### src/hdl/triangle_unit_normal_assert.svh
// Assertion macros used by the triangle normal top-level RTL
`ifndef TRIANGLE_UNIT_NORMAL_ASSERT_SVH
`define TRIANGLE_UNIT_NORMAL_ASSERT_SVH

// Checked outside reset only
`define TUN_ASSERT(lbl, prop, msg) \
  lbl: assert property (@(posedge clk_i) disable iff (!rst_ni) prop) else $error(msg);

// Checked on every edge, reset included
`define TUN_ASSERT_ALWAYS(lbl, prop, msg) \
  lbl: assert property (@(posedge clk_i) prop) else $error(msg);

`endif

### src/hdl/tun_pkg.sv
// Types, widths and a helper function for the triangle normal pipeline
`timescale 1ns / 1ps
`default_nettype none

package tun_pkg;

  localparam int CoordBits = 16;
  localparam int FracBits  = 14;
  localparam int NormTop   = 30;

  localparam int EdgeW = CoordBits + 1;
  localparam int ProdW = 2 * EdgeW;
  localparam int MagW  = 2 * CoordBits + 3;
  localparam int PosW  = $clog2(MagW);
  localparam int ShW   = MagW + NormTop;
  localparam int NormW = NormTop + 1;
  localparam int SqW   = 2 * NormW;
  localparam int SumW  = SqW + 2;
  localparam int RootW = SumW / 2;
  localparam int RemW  = RootW + 2;
  localparam int SqrtStages = RootW / 2;
  localparam int QuotW = FracBits + 1;
  localparam int NumW  = RootW + FracBits;
  localparam int OutW  = FracBits + 2;

  localparam logic signed [OutW-1:0] OneQ = OutW'(1) << FracBits;

  typedef struct packed {
    logic signed [CoordBits-1:0] a_x;
    logic signed [CoordBits-1:0] a_y;
    logic signed [CoordBits-1:0] a_z;
    logic signed [CoordBits-1:0] b_x;
    logic signed [CoordBits-1:0] b_y;
    logic signed [CoordBits-1:0] b_z;
    logic signed [CoordBits-1:0] c_x;
    logic signed [CoordBits-1:0] c_y;
    logic signed [CoordBits-1:0] c_z;
  } tri_in_t;

  typedef struct packed {
    logic signed [OutW-1:0] normal_x;
    logic signed [OutW-1:0] normal_y;
    logic signed [OutW-1:0] normal_z;
    logic                   degenerate;
  } tri_out_t;

  // cross product as sign and magnitude
  typedef struct packed {
    logic [2:0][MagW-1:0] mag;
    logic [2:0]           neg;
  } cross_t;

  // normalised components that ride alongside the root
  typedef struct packed {
    logic [2:0][NormW-1:0] mag;
    logic [2:0]            neg;
    logic                  deg;
  } side_t;

  typedef struct packed {
    side_t           side;
    logic [SumW-1:0] sum;
  } sq_t;

  typedef struct packed {
    side_t            side;
    logic [RootW-1:0] root;
  } root_t;

  typedef struct packed {
    logic [2:0][QuotW-1:0] q;
    logic [2:0]            neg;
    logic                  deg;
  } quo_t;

  typedef struct packed {
    logic [RemW-1:0]  rem;
    logic [RootW-1:0] root;
  } sqrt_acc_t;

  // one digit of the restoring square root
  function automatic sqrt_acc_t sqrt_step(sqrt_acc_t acc, logic [1:0] pair);
    logic [RemW-1:0] cur;
    logic [RemW-1:0] trial;
    sqrt_acc_t       res;
    cur   = {acc.rem[RemW-3:0], pair};
    trial = {acc.root, 2'b01};
    if (cur >= trial) begin
      res.rem  = cur - trial;
      res.root = {acc.root[RootW-2:0], 1'b1};
    end else begin
      res.rem  = cur;
      res.root = {acc.root[RootW-2:0], 1'b0};
    end
    return res;
  endfunction

endpackage

`default_nettype wire

### src/hdl/tun_sqrt.sv
// Pipelined restoring integer square root, two root bits per stage
`timescale 1ns / 1ps
`default_nettype none

module tun_sqrt (
  input  wire logic         clk_i,
  input  wire logic         rst_ni,
  input  wire logic         en_i,
  input  wire logic         valid_i,
  input  wire tun_pkg::sq_t data_i,
  output logic              valid_o,
  output tun_pkg::root_t    data_o
);
  import tun_pkg::*;

  logic [SqrtStages-1:0] v_q;

  logic [SumW-1:0] s_d   [SqrtStages];
  logic [SumW-1:0] s_q   [SqrtStages];
  sqrt_acc_t       acc_d [SqrtStages];
  sqrt_acc_t       acc_q [SqrtStages];
  side_t           sd_d  [SqrtStages];
  side_t           sd_q  [SqrtStages];

  always_comb begin
    logic [SumW-1:0] src_s;
    sqrt_acc_t       src_acc;
    sqrt_acc_t       mid;
    for (int k = 0; k < SqrtStages; k++) begin
      if (k == 0) begin
        src_s   = data_i.sum;
        src_acc = '0;
        sd_d[k] = data_i.side;
      end else begin
        src_s   = s_q[k-1];
        src_acc = acc_q[k-1];
        sd_d[k] = sd_q[k-1];
      end
      mid      = sqrt_step(src_acc, src_s[SumW-1 -: 2]);
      acc_d[k] = sqrt_step(mid, src_s[SumW-3 -: 2]);
      s_d[k]   = src_s << 4;
    end
  end

  always_ff @(posedge clk_i or negedge rst_ni) begin
    if (!rst_ni) begin
      v_q <= '0;
    end else if (en_i) begin
      v_q <= {v_q[SqrtStages-2:0], valid_i};
    end
  end

  always_ff @(posedge clk_i) begin
    if (en_i) begin
      s_q   <= s_d;
      acc_q <= acc_d;
      sd_q  <= sd_d;
    end
  end

  assign valid_o     = v_q[SqrtStages-1];
  assign data_o.side = sd_q[SqrtStages-1];
  assign data_o.root = acc_q[SqrtStages-1].root;

endmodule

`default_nettype wire

### config.mk
export PLATFORM = sky130hd
export DESIGN_NAME = tun_sqrt
export DESIGN_NICKNAME = d
export VERILOG_FILES = /design/src/hdl/triangle_unit_normal_assert.svh /design/src/hdl/tun_pkg.sv /design/src/hdl/tun_sqrt.sv
export SDC_FILE = /design/constraint.sdc
export NUM_CORES = 2
export LEC_CHECK = 0
export BUFFER_PORTS_ARGS = -buffer_cell sky130_fd_sc_hd__buf_4
export CELL_PAD_IN_SITES_DETAIL_PLACEMENT = 0
export CELL_PAD_IN_SITES_GLOBAL_PLACEMENT = 1
export CORE_MARGIN = 5
export CORE_UTILIZATION = 50
export CTS_CLUSTER_DIAMETER = 100
export DETAILED_ROUTE_END_ITERATION = 8
export HOLD_SLACK_MARGIN = 0.05
export PLACE_DENSITY = 0.74
export SLEW_MARGIN = 40
export SYNTH_ARGS = -nofsm -noshare
export SYNTH_HDL_FRONTEND = slang
export SYNTH_SLANG_ARGS = --single-unit
### constraint.sdc
create_clock -name clk_i -period 6.95 [get_ports clk_i]
set_input_delay 0.3475 -clock clk_i [delete_from_list [all_inputs] [get_ports clk_i]]
set_output_delay 0.3475 -clock clk_i [all_outputs]
set_load 0.01 [all_outputs]
==> summary.txt <==
Die
  – Initial core utilization: 0.5024
  – Die width: 512.4 um
  – Die Y: 512.4 um
  – Die ar.: 262500 um^2
  – FP Rows: 184
  – Total core area: 251200 um^2
  – # IOs: 295

Power
  – Net Sw Power: 17670 uW
  – Reg power frac: 0.402
  – Pwr dens: 379.3 nW/um^2
  – Max IR drop VDD: 0.2610 mV
  – Clock network power share: 0.282
  – Pint: 37220 uW
  – LEAKAGE: 0.05419 uW
  – Pwr Total: 54890 uW
  – Comb pwr share: 0.315
  – Sw frac: 0.3220

STA
  – Fin. Hold Viols: 0
  – Final period util: 0.9489
  – Slew Limit Fails: 0
  – Rel. slew slack: 0.4200
  – Worst setup skew after layout: 0.1211 ns
  – Final TNS setup: 0 ns
  – Fmax: 0.1516 GHz
  – Min Tclk post-route: 6.595 ns
  – Slew @ Worst Pin: 0.8588 ns
  – RSZ-0062 raised after global routing: false
  – Final-report setup violation count: 0

Logic synthesis
  – Mean area per synthesized cell: 13.52 um^2
  – Mapped Area: 126200 um^2
  – Largest area contributor in the netlist: edfxtp_1
  – Mapped Cells: 9335
  – Yosys reg bits: 2779
  – Synth cell types: 105
  – Number of flops mapped to enable cells by yosys: 2763
  – Sequential element share of the synthesized area: 0.6607
  – Synth top area share: 0.6575
  – Ys flop type: edfxtp_1
  – Yosys warning total: 0
  – Main area contributors after synthesis: edfxtp_1, ha_1, xnor2_1
  – Async SR Flop Fraction: 0.005757

Clock tree
  – CTS tree: yes
  – CTS Buf Count: 306
  – H-tree levels: 5
  – Clock slew at reported path FFs: 0.06 ns
  – Clock Tree Buf Depth: 4
  – CTS Root Cell: clkbuf_16
  – Worst skew pair latency: 0.97 ns
  – CTS sink cnt: 2779

Cells and area
  – Area taken by flip-flops and latches: 83370 um^2
  – Layout cells sized above 1: 0.1099
  – Nets@finish: 10770
  – Fillcell total: 19690
  – Multi-input logic area: 40160 um^2
  – Area growth syn-to-layout: 14.68%

Worst hold path
  – Hold Path End: sd_d[1387]
  – Hold Path Stages: 2
  – Hold Crit Class: in -> reg
  – Worst hold start: data_i[93]

Detailed routing
  – Total Wirelength: 285000 um
  – Vias/cell: 5.597
  – Iteration-0 DRC Markers: 5923
  – Mean routed wirelength per cell: 20.93 um
  – Via count: 76200
  – Drc violations: 0
  – Pre-antenna DRT Iters: 6
  – Final ANT Viol Nets: 0

Setup path
  – CP Capture Type: register
  – Critical path type: reg -> reg
  – CP Max Fanout: 30
  – Crit start category: register
  – Worst Reg-to-Reg Cells: 22
  – Flop-to-flop setup slack: 0.36 ns
  – Worst EP arrival: 7.24 ns
  – Worst path required time: 7.60 ns
  – R2R Path End: acc_q[102]
  – Reg2reg start: acc_q[146]

Global route
  – Gr busiest metal: met2
  – M3 GR Usage: 0.02828
  – Antenna violations before repair: 7
  – Global Route met1 Usage: 0.2942
  – Largest net degree at the start of global routing: 169
  – First-pass GRT wire length: 440600 um
  – GR Util met2: 0.3508
  – Grt total ovfl: 0
  – Total track usage: 0.2124
  – Number of global-route vias before repair: 75150

Place
  – Placer Congestion: 0.9188
  – Hpwl dp: 203800 um
  – IO Port Bufs: 294

Run
  – MaxCap Viol Count: 0

Run status
  – Outcome: complete, no violations
## critical path: stages (launching register included)
cell       delay [ns]
edfxtp_1         0.39
inv_1            0.09
ha_1             0.37
a211oi_1         0.33
o21ai_0          0.27
a2111oi_1        0.66
nand4_1          0.43
a31o_2           0.37
a21oi_1          0.23
o21bai_1         0.09
a21oi_1          0.18
xor2_1           0.15
o21ai_0          0.17
ha_1             0.44
nand2_1          0.11
nor4_1           0.54
and2_1           0.27
nand2_1          0.07
a211oi_1         0.31
o21a_1           0.29
nor2_2           0.08
buf_12           0.19
mux2_2           0.33
## cell usage in the layout, fill, tap and decap left out, drive strengths merged, types with 85 or more instances in the layout
master / synthesis / routed
edfxtp: 2763 / 2763
nand2: 654 / 654
a21oi: 608 / 608
ha: 558 / 558
nor2: 556 / 556
buf: 77 / 467
inv: 454 / 466
xnor2: 449 / 449
o21ai: 421 / 421
clkbuf: 161 / 362
xor2: 273 / 273
a21o: 247 / 247
nor3: 187 / 187
nand3: 185 / 185
dlygate4sd3: 0 / 173
mux2: 134 / 134
nand4: 126 / 126
clkinv: 3 / 114
nand2b: 94 / 94
o21a: 92 / 92
or3: 85 / 85
nor4: 85 / 85
## synth_stat cells, types with 185 or more instances
cell type / number
xor2_1: 273
a21o_1: 247
inv_1: 440
ha_1: 558
nand3_1: 185
nand2_1: 654
a21oi_1: 607
xnor2_1: 449
nor2_1: 554
nor3_1: 185
o21ai_0: 371
edfxtp_1: 2763
## layer usage
| metal | part of all wire | wire [um] | up-vias |
|---|---|---|---|
| met5 | 0 | 0 | - |
| met4 | 0.032 | 9150 | 0 |
| met3 | 0.043 | 12310 | 493 |
| met2 | 0.48 | 136100 | 1875 |
| met1 | 0.45 | 127500 | 37040 |
| li1 | - | - | 36790 |
## kinds of logic (layout without fill, tap and decap cells)
kind of cell / after synthesis / count (layout) / share of synthesized area
xor+xnor: 722 / 722 / 0.05011
fa+ha+maj: 559 / 559 / 0.05541
mux: 163 / 163 / 0.01432
buf+inv: 695 / 1621 / 0.02200
flops: 2779 / 2779 / 0.6607
compound gates: 1995 / 1995 / 0.1015
simple gates: 2421 / 2421 / 0.09597
other cells: 1 / 7 / 0.00002972
## area by class of cell
class,instances,area share
Timing Repair Buffer,640,0.03963
Tap cell,3348,0.02895
Antenna cell,4,0.00006917
Inverter,457,0.01186
Multi-Input combinational cell,5863,0.2775
Clock inverter,162,0.01093
Sequential cell,2779,0.5761
Clock buffer,362,0.05496
## worst max-delay path by stage
stage                     from          to  slack (ns)  cells past startpoint
finish              acc_q[146]  acc_q[102]        0.36                     22
CTS                 acc_q[140]  acc_q[125]        0.14                     22
global placement    acc_q[146]  acc_q[103]        0.26                     22
floorplan           acc_q[276]  acc_q[248]        1.09                     27
global route        acc_q[597]  acc_q[588]       0.002                     22
detailed placement  acc_q[140]  acc_q[125]        0.15                     22
## registers in the layout, summed over array words and instances, names as in the netlist
register  flops
s_q          60
acc_q       699
s_d         420
data_o      129
v_q          16
sd_d       1455
## power groups by stage
| stage | Clock (uW) | Sequential (uW) | Combinational (uW) |
|---|---|---|---|
| 6_report | 15500 | 22100 | 17300 |
| 5_1_grt | 16700 | 22300 | 19100 |
| 4_1_cts | 16000 | 22100 | 17200 |
| 3_5_place_dp | 0 | 22400 | 17000 |
| 3_3_place_gp | 0 | 22400 | 17000 |
| 2_1_floorplan | 0 | 21800 | 12400 |
## what timing repair did
action	4_1_cts	5_1_grt
setup endpoints to repair	0	35
setup buffers	0	0
gates resized for setup	0	5
endpoints found under the hold margin	220	16
hold buffers	173	1
## metrics by stage
| step | instances | cell area (um^2) | hold slack (ns) | util | setup slack (ns) |
|---|---|---|---|---|---|
| floorplan | 9337 | 126200 | 0.05191 | - | 1.088 |
| global placement | 12900 | 133100 | 0.2231 | 0.5299 | 0.2593 |
| detailed placement | 12910 | 133200 | 0.2222 | 0.5304 | 0.1496 |
| CTS | 13600 | 144500 | 0.05517 | 0.5752 | 0.1397 |
| global route | 13610 | 144700 | 0.09035 | 0.5761 | 0.001715 |
| finish | 13620 | 144700 | 0.1369 | 0.5761 | 0.3551 |
(Power assumes the default switching activity.)
